### config.mk
export PLATFORM = sky130hd
export DESIGN_NAME = stable_sorted_priority_queue
export DESIGN_NICKNAME = d
export VERILOG_FILES = /design/src/design/sspq_pkg.sv /design/src/design/sspq_datapath.sv /design/src/design/sspq_ctrl.sv /design/src/design/stable_sorted_priority_queue.sv
export SDC_FILE = /design/constraint.sdc
export NUM_CORES = 1
export LEC_CHECK = 0
export BUFFER_PORTS_ARGS = -buffer_cell sky130_fd_sc_hd__buf_4
export CORE_MARGIN = 5
export CORE_UTILIZATION = 44
export CTS_CLUSTER_SIZE = 12
export DETAILED_ROUTE_END_ITERATION = 7
export GPL_TIMING_DRIVEN = 0
export RECOVER_POWER = 50
export SETUP_SLACK_MARGIN = 0.5
export SYNTH_ARGS = -nofsm -noshare
export SYNTH_HDL_FRONTEND = slang
export SYNTH_HIERARCHICAL = 1
export SYNTH_SLANG_ARGS = --single-unit
### constraint.sdc
create_clock -name clk_i -period 5 [get_ports clk_i]
set_clock_uncertainty 0.05 [all_clocks]
set_input_delay 0.25 -clock clk_i [delete_from_list [all_inputs] [get_ports clk_i]]
set_output_delay 0.25 -clock clk_i [all_outputs]
set_load 0.005 [all_outputs]
### src/design/sspq_pkg.sv
package sspq_pkg;

  localparam int unsigned CAPACITY_DEF       = 16;
  localparam int unsigned DATA_WIDTH_DEF     = 16;
  localparam int unsigned PRIORITY_WIDTH_DEF = 4;

  typedef enum logic [2:0] {
    KIND_INSERT   = 3'd0,
    KIND_POP      = 3'd1,
    KIND_EQUAL    = 3'd2,
    KIND_AT_LEAST = 3'd3,
    KIND_CLEAR    = 3'd4
  } kind_e;

  typedef enum logic [1:0] {
    STATUS_OK    = 2'd0,
    STATUS_EMPTY = 2'd1,
    STATUS_FULL  = 2'd2
  } status_e;

  typedef enum logic {
    ST_IDLE   = 1'b0,
    ST_REMOVE = 1'b1
  } state_e;

  // Commands from the controller to the datapath.
  typedef struct packed {
    logic    insert_en;
    logic    clear_en;
    logic    load_en;
    logic    shift_en;
    logic    emit_item;
    logic    emit_status;
    status_e status_code;
  } ctrl_cmd_t;

  // Status from the datapath to the controller.
  typedef struct packed {
    logic full;
    logic front_hit;
    logic next_hit;
  } dp_status_t;

endpackage

### src/design/sspq_datapath.sv
module sspq_datapath
  import sspq_pkg::*;
#(
  parameter int unsigned CAPACITY       = CAPACITY_DEF,
  parameter int unsigned DATA_WIDTH     = DATA_WIDTH_DEF,
  parameter int unsigned PRIORITY_WIDTH = PRIORITY_WIDTH_DEF
) (
  input  logic                      clk_i,
  input  logic                      rst_ni,
  input  ctrl_cmd_t                 cmd_i,
  output dp_status_t                status_o,
  input  logic [2:0]                kind_i,
  input  logic [DATA_WIDTH-1:0]     item_data_i,
  input  logic [PRIORITY_WIDTH-1:0] item_priority_i,
  output logic [DATA_WIDTH-1:0]     out_data_o,
  output logic [PRIORITY_WIDTH-1:0] out_priority_o,
  output logic [1:0]                status_code_o,
  output logic                      last_o
);

  localparam int unsigned CNT_W = $clog2(CAPACITY + 1);

  function automatic logic prio_match(input kind_e k,
                                      input logic [PRIORITY_WIDTH-1:0] entry,
                                      input logic [PRIORITY_WIDTH-1:0] ref_p);
    logic hit;
    hit = 1'b0;
    case (k)
      KIND_POP:      hit = 1'b1;
      KIND_EQUAL:    hit = (entry == ref_p);
      KIND_AT_LEAST: hit = (entry >= ref_p);
      default:       hit = 1'b0;
    endcase
    return hit;
  endfunction

  logic [DATA_WIDTH-1:0]     data_q [CAPACITY];
  logic [DATA_WIDTH-1:0]     data_d [CAPACITY];
  logic [PRIORITY_WIDTH-1:0] prio_q [CAPACITY];
  logic [PRIORITY_WIDTH-1:0] prio_d [CAPACITY];
  logic [CAPACITY-1:0]       occ;
  logic [CAPACITY-1:0]       ge;
  logic [CNT_W-1:0]          count_q, count_d;

  kind_e                     kind_q;
  logic [PRIORITY_WIDTH-1:0] ref_prio_q;

  logic [DATA_WIDTH-1:0]     out_data_q, out_data_d;
  logic [PRIORITY_WIDTH-1:0] out_prio_q, out_prio_d;
  status_e                   out_status_q, out_status_d;
  logic                      last_q, last_d;

  // Each cell compares its own entry with the new priority; because the list
  // is sorted, the hits form a prefix and the first miss is the insert slot.
  for (genvar i = 0; i < CAPACITY; i++) begin : g_cell
    logic prev_ge;

    assign occ[i] = (CNT_W'(i) < count_q);
    assign ge[i]  = occ[i] && (prio_q[i] >= item_priority_i);

    if (i == 0) begin : g_first
      assign prev_ge = 1'b1;
    end else begin : g_rest
      assign prev_ge = ge[i-1];
    end

    always_comb begin
      data_d[i] = data_q[i];
      prio_d[i] = prio_q[i];
      if (cmd_i.insert_en && !ge[i]) begin
        if (prev_ge) begin
          data_d[i] = item_data_i;
          prio_d[i] = item_priority_i;
        end else begin
          data_d[i] = data_q[(i == 0) ? 0 : i - 1];
          prio_d[i] = prio_q[(i == 0) ? 0 : i - 1];
        end
      end else if (cmd_i.shift_en && (i < CAPACITY - 1)) begin
        data_d[i] = data_q[(i < CAPACITY - 1) ? i + 1 : i];
        prio_d[i] = prio_q[(i < CAPACITY - 1) ? i + 1 : i];
      end
    end

    always_ff @(posedge clk_i) begin
      data_q[i] <= data_d[i];
      prio_q[i] <= prio_d[i];
    end
  end

  always_comb begin
    count_d = count_q;
    if (cmd_i.clear_en) begin
      count_d = '0;
    end else if (cmd_i.insert_en) begin
      count_d = count_q + CNT_W'(1);
    end else if (cmd_i.shift_en) begin
      count_d = count_q - CNT_W'(1);
    end
  end

  always_ff @(posedge clk_i or negedge rst_ni) begin
    if (!rst_ni) begin
      count_q <= '0;
    end else begin
      count_q <= count_d;
    end
  end

  always_ff @(posedge clk_i) begin
    if (cmd_i.load_en) begin
      kind_q     <= kind_e'(kind_i);
      ref_prio_q <= item_priority_i;
    end
  end

  assign status_o.full      = (count_q == CNT_W'(CAPACITY));
  assign status_o.front_hit = (count_q != '0)
                              && prio_match(kind_e'(kind_i), prio_q[0], item_priority_i);
  // A pop removes exactly one entry, so it never has a follower.
  assign status_o.next_hit  = (count_q > CNT_W'(1)) && (kind_q != KIND_POP)
                              && prio_match(kind_q, prio_q[1], ref_prio_q);

  always_comb begin
    out_data_d   = out_data_q;
    out_prio_d   = out_prio_q;
    out_status_d = out_status_q;
    last_d       = last_q;
    if (cmd_i.emit_item) begin
      out_data_d   = data_q[0];
      out_prio_d   = prio_q[0];
      out_status_d = STATUS_OK;
      last_d       = !status_o.next_hit;
    end else if (cmd_i.emit_status) begin
      out_data_d   = '0;
      out_prio_d   = '0;
      out_status_d = cmd_i.status_code;
      last_d       = 1'b1;
    end
  end

  always_ff @(posedge clk_i) begin
    out_data_q   <= out_data_d;
    out_prio_q   <= out_prio_d;
    out_status_q <= out_status_d;
    last_q       <= last_d;
  end

  assign out_data_o     = out_data_q;
  assign out_priority_o = out_prio_q;
  assign status_code_o  = out_status_q;
  assign last_o         = last_q;

endmodule

### src/design/sspq_ctrl.sv
module sspq_ctrl
  import sspq_pkg::*;
(
  input  logic       clk_i,
  input  logic       rst_ni,
  input  logic       in_valid_i,
  output logic       in_ready_o,
  input  logic [2:0] kind_i,
  output logic       out_valid_o,
  input  logic       out_ready_i,
  input  dp_status_t status_i,
  output ctrl_cmd_t  cmd_o
);

  state_e state_q, state_d;
  logic   out_valid_q, out_valid_d;
  logic   slot_free;
  logic   in_fire;
  kind_e  kind;

  assign kind       = kind_e'(kind_i);
  assign slot_free  = !out_valid_q || out_ready_i;
  assign in_ready_o = (state_q == ST_IDLE) && slot_free;
  assign in_fire    = in_valid_i && in_ready_o;

  always_comb begin
    state_d = state_q;
    unique case (state_q)
      ST_IDLE: begin
        if (in_fire && (kind inside {KIND_POP, KIND_EQUAL, KIND_AT_LEAST})
            && status_i.front_hit) begin
          state_d = ST_REMOVE;
        end
      end
      ST_REMOVE: begin
        if (slot_free && !status_i.next_hit) begin
          state_d = ST_IDLE;
        end
      end
      default: state_d = ST_IDLE;
    endcase
  end

  always_comb begin
    cmd_o             = '0;
    cmd_o.status_code = STATUS_OK;
    unique case (state_q)
      ST_IDLE: begin
        if (in_fire) begin
          case (kind) inside
            KIND_INSERT: begin
              cmd_o.insert_en   = !status_i.full;
              cmd_o.emit_status = 1'b1;
              cmd_o.status_code = status_i.full ? STATUS_FULL : STATUS_OK;
            end
            KIND_CLEAR: begin
              cmd_o.clear_en    = 1'b1;
              cmd_o.emit_status = 1'b1;
            end
            KIND_POP, KIND_EQUAL, KIND_AT_LEAST: begin
              if (status_i.front_hit) begin
                cmd_o.load_en = 1'b1;
              end else begin
                cmd_o.emit_status = 1'b1;
                cmd_o.status_code = STATUS_EMPTY;
              end
            end
            default: ;
          endcase
        end
      end
      ST_REMOVE: begin
        if (slot_free) begin
          cmd_o.emit_item = 1'b1;
          cmd_o.shift_en  = 1'b1;
        end
      end
      default: ;
    endcase
  end

  always_comb begin
    if (cmd_o.emit_item || cmd_o.emit_status) begin
      out_valid_d = 1'b1;
    end else if (out_ready_i) begin
      out_valid_d = 1'b0;
    end else begin
      out_valid_d = out_valid_q;
    end
  end

  always_ff @(posedge clk_i or negedge rst_ni) begin
    if (!rst_ni) begin
      state_q     <= ST_IDLE;
      out_valid_q <= 1'b0;
    end else begin
      state_q     <= state_d;
      out_valid_q <= out_valid_d;
    end
  end

  assign out_valid_o = out_valid_q;

  // A new result may only be loaded when the output register is free.
  a_emit_slot_free: assert property (@(posedge clk_i) disable iff (!rst_ni)
    (cmd_o.emit_item || cmd_o.emit_status) |-> (!out_valid_q || out_ready_i))
    else $error("result loaded over an untaken result");

  a_no_accept_in_remove: assert property (@(posedge clk_i) disable iff (!rst_ni)
    (state_q == ST_REMOVE) |-> !in_ready_o)
    else $error("input taken while removing entries");

  a_one_update: assert property (@(posedge clk_i) disable iff (!rst_ni)
    !(cmd_o.insert_en && (cmd_o.shift_en || cmd_o.clear_en)))
    else $error("conflicting queue updates");

  a_remove_after_load: assert property (@(posedge clk_i) disable iff (!rst_ni)
    cmd_o.load_en |=> (state_q == ST_REMOVE))
    else $error("removal not started after command load");

endmodule

### src/design/stable_sorted_priority_queue.sv
// Priority queue of CAPACITY entries kept in descending priority order, with
// equal priorities in arrival order. Insert and clear load their result into
// the result register on transfer, and the next input may follow in the cycle
// after. A pop or extract that removes entries first takes the command, then
// gives one removed entry per cycle while the result register is free, since
// removals always come from the front cell and shift the whole list by one
// place for each entry. A pop or extract that finds nothing gives a single
// result. Each input of a known kind yields at least one result, the final one
// marked by last_o; kinds 5 to 7 are taken and dropped without a result. The
// result stage is a register, so inputs wait while a removal is in progress and
// while that register holds an untaken result.
module stable_sorted_priority_queue
  import sspq_pkg::*;
#(
  parameter int unsigned CAPACITY       = CAPACITY_DEF,
  parameter int unsigned DATA_WIDTH     = DATA_WIDTH_DEF,
  parameter int unsigned PRIORITY_WIDTH = PRIORITY_WIDTH_DEF
) (
  input  logic                      clk_i,
  input  logic                      rst_ni,
  input  logic                      in_valid_i,
  output logic                      in_ready_o,
  input  logic [2:0]                kind_i,
  input  logic [DATA_WIDTH-1:0]     item_data_i,
  input  logic [PRIORITY_WIDTH-1:0] item_priority_i,
  output logic                      out_valid_o,
  input  logic                      out_ready_i,
  output logic [DATA_WIDTH-1:0]     out_data_o,
  output logic [PRIORITY_WIDTH-1:0] out_priority_o,
  output logic [1:0]                status_o,
  output logic                      last_o
);

  ctrl_cmd_t  cmd;
  dp_status_t dp_status;

  sspq_ctrl u_ctrl (
    .clk_i       (clk_i),
    .rst_ni      (rst_ni),
    .in_valid_i  (in_valid_i),
    .in_ready_o  (in_ready_o),
    .kind_i      (kind_i),
    .out_valid_o (out_valid_o),
    .out_ready_i (out_ready_i),
    .status_i    (dp_status),
    .cmd_o       (cmd)
  );

  sspq_datapath #(
    .CAPACITY       (CAPACITY),
    .DATA_WIDTH     (DATA_WIDTH),
    .PRIORITY_WIDTH (PRIORITY_WIDTH)
  ) u_datapath (
    .clk_i           (clk_i),
    .rst_ni          (rst_ni),
    .cmd_i           (cmd),
    .status_o        (dp_status),
    .kind_i          (kind_i),
    .item_data_i     (item_data_i),
    .item_priority_i (item_priority_i),
    .out_data_o      (out_data_o),
    .out_priority_o  (out_priority_o),
    .status_code_o   (status_o),
    .last_o          (last_o)
  );

endmodule

==> run metrics <==
Initial Util 44.2%; Sequential Power Share a little over two fifths; cell-internal power 6130 uW; DRC 0; Synth Register Bits 357; Final Hold Fails 0; CP arrival 4.62 ns; CP Data Required Time 5.24 ns; status complete, but fails checks; failing checks max-capacitance violations, max-slew violations; power share of the clock group 33.6%; grt ovf 0; Main synth FF type edfxtp_1; cell total after placement around 2,300; Warnings, synthesis 6; layout cells sized above 1 11.7%; DPL Wire Length 37,200 um; Post-Place Setup Slack 0.0129 ns; Routed wire per std cell 19.7 um; relative slew slack -3.29%; ANT nets after route 0; Sw Share slightly below 30%; R2R Path Start u_datapath/count_q[0]; most common cell after layout, fill and taps aside edfxtp_1; Seq/Total Area, Yosys 55.0%; CTS tree done; vias in the first global route 13,299; Max Fclk between 200 and 250 MHz; Clock transition at path regs approximately 0.060 ns; Design Power 8710 uW; Final setup viols 0; I/O pin cnt 52; Post-synth EDFFs 348; Placement Rows 77; slew at the pin closest to its max-slew limit between 1.5 and 2 ns; Logic pwr share 24.4%; vias 12,866; CP startpoint u_datapath/count_q[0]; Final Worst Setup Slack 0.626 ns; Post-CTS Setup Inserts 0; Mapped Cells ~1,700; CTS buffer count 42; Hold WS between 0.1 and 0.15 ns; clk sinks around 360; Cell Pwr Density about 400 mW/mm2; Synth top area share 53.9%; Root Buffer clkbuf_16; CTS max path bufs 3; largest net degree at the start of global routing 25; cell taking the most area after synthesis edfxtp_1; RD Place Congestion 0.869; critical path launch point type flop; H-tree levels 2; VDD IR max 262 uV; Avg Cell Area, Syn about 11 um2; drt initial violations 846; initial antenna violation count 0; Static Leak between 0.008 and 0.009 uW; worst-path fanout max 10; # nets final 1,901; Layout Cells excl Fill 2,426; Mapped Area 0.0194 mm2; Sw Pwr approximately 2600 uW; Mapped Nets 1,796; commonest cells after routing, fill and taps aside 348 x edfxtp_1, 224 x mux2i_1, 223 x nand2_1; number of port buffers 51; dominant cells by area after synthesis edfxtp_1 54%, mux2i_1 12%, ha_1 4.6%; Antenna diodes 0; Slew Viols, Final 25; P&R area growth vs syn 12.5%; Skew-Pair Late Insertion Delay 0.56 ns; Tot GR Track Use 19.6%; Final Cycle Share a little under 90%; total core area about 0.044 mm2; first-pass GRT wire length 74,200 um; Die Y 220 um; max_cap viols 1; distinct cell type count after synthesis 55; Worst setup EP type flop; critical path class reg -> reg; FFs w/ async S/R, synth 1.96%; drt total wl around 48,000 um; Final min period about 4.4 ns; drt via density 5.30; RSZ-0062 raised after global routing false; Die Wd 220 um; hold path startpoint item_data_i[11]; worst min path class in -> reg; first-pass iteration count of the detailed router 6; DIE AREA 0.0484 mm2
[kinds of logic after synthesis]
kind of cell	after synthesis	share of synthesized area, %
XOR/XNOR	4	0.181
AO/OA/AOI/OAI	347	9.93
adder cells (fa/ha/maj)	72	4.64
buffers and inverters	151	3.38
multiplexers	302	16.5
AND/OR/NAND/NOR	464	10.4
flip-flops	357	55.0
[layout make-up]
| cell class | instances | area (um2) |
|---|---|---|
| clock inverters | 18 | 128 |
| fillers | 4101 | 22100 |
| clock buffers | 58 | 1170 |
| flip-flops and latches | 357 | 10700 |
| multi-input cells | 1189 | 8010 |
| repair buffers | 61 | 462 |
| well taps | 592 | 741 |
| plain buffers | 124 | 532 |
| inverters | 27 | 104 |
[layer usage]
layer	track usage [%]	routed length, um
met5	0	0
met4	6.57	1530
met3	3.02	2740
met2	32.1	21800
met1	26.9	21600
[critical path, cell delays in order (launching register included)]
cell	delay [ns]
dfrtp_1	0.48
inv_1	0.18
ha_1	0.28
nand2_1	0.08
nor3_1	0.07
nor3_2	0.67
clkbuf_1	0.62
clkbuf_1	0.59
nand2_1	0.29
clkbuf_1	0.37
mux2_1	0.42
[stage by stage]
stage / setup TNS, ns / util [%] / instance area [um2]
final: 0 / 49.7 / 21800
after global routing: 0 / 49.7 / 21800
after CTS: 0 / 49.9 / 21900
after detailed placement: 0 / 46.8 / 20500
after global placement: -17.25 / 46.7 / 20500
after floorplan: 0 / - / 19400
[power by group through the flow]
stage                     combinational (uW)  clock (uW)  sequential (uW)
after floorplan                         1590           0             3670
after global placement                  2080           0             3710
after detailed placement                2130           0             3720
after CTS                               2150        2990             3650
after global routing                    2330        3120             3670
final                                   2130        2930             3660
[flip-flops by register name, indices dropped and copies added (netlist names)]
register	flops
u_ctrl/out_valid_o	1
u_ctrl/state_q	1
u_datapath/count_q	5
u_datapath/data_q	256
u_datapath/kind_q	3
u_datapath/last_o	1
u_datapath/out_data_o	16
u_datapath/out_priority_o	4
u_datapath/prio_q	64
u_datapath/ref_prio_q	4
u_datapath/status_code_o	2
[cells in the mapped netlist, drive strengths merged (14+ instances only)]
| cell | n |
|---|---|
| edfxtp | 348 |
| mux2i | 224 |
| nand2 | 223 |
| nor2 | 160 |
| o21ai | 137 |
| a21oi | 122 |
| clkbuf | 84 |
| mux2 | 78 |
| ha | 72 |
| a31oi | 42 |
| buf | 40 |
| inv | 27 |
| and2 | 21 |
| nand2b | 15 |
| nor3b | 14 |
[final timing paths]
path	to	cells after the start	slack, ns
hold reg to reg	u_datapath/status_code_o[0]	2	0.47
min in group asynchronous	u_datapath/count_q[3]	3	0.62
hold / removal	u_datapath/data_q[0][59]	3	0.11
setup reg to reg	u_datapath/data_q[0][4]	10	0.63
max in group asynchronous	u_ctrl/state_q	3	4.04
setup / recovery	u_datapath/data_q[0][4]	10	0.63
[repair_timing]
item / CTS / global route
resized for setup: 1 / 2
gates cloned: 0 / 0
hold buffers: 9 / 0
endpoints found under the setup margin: 20 / 40
endpoints found under the hold margin: 14 / 0
pin swaps: 0 / 0
(Power assumes the default switching activity.)
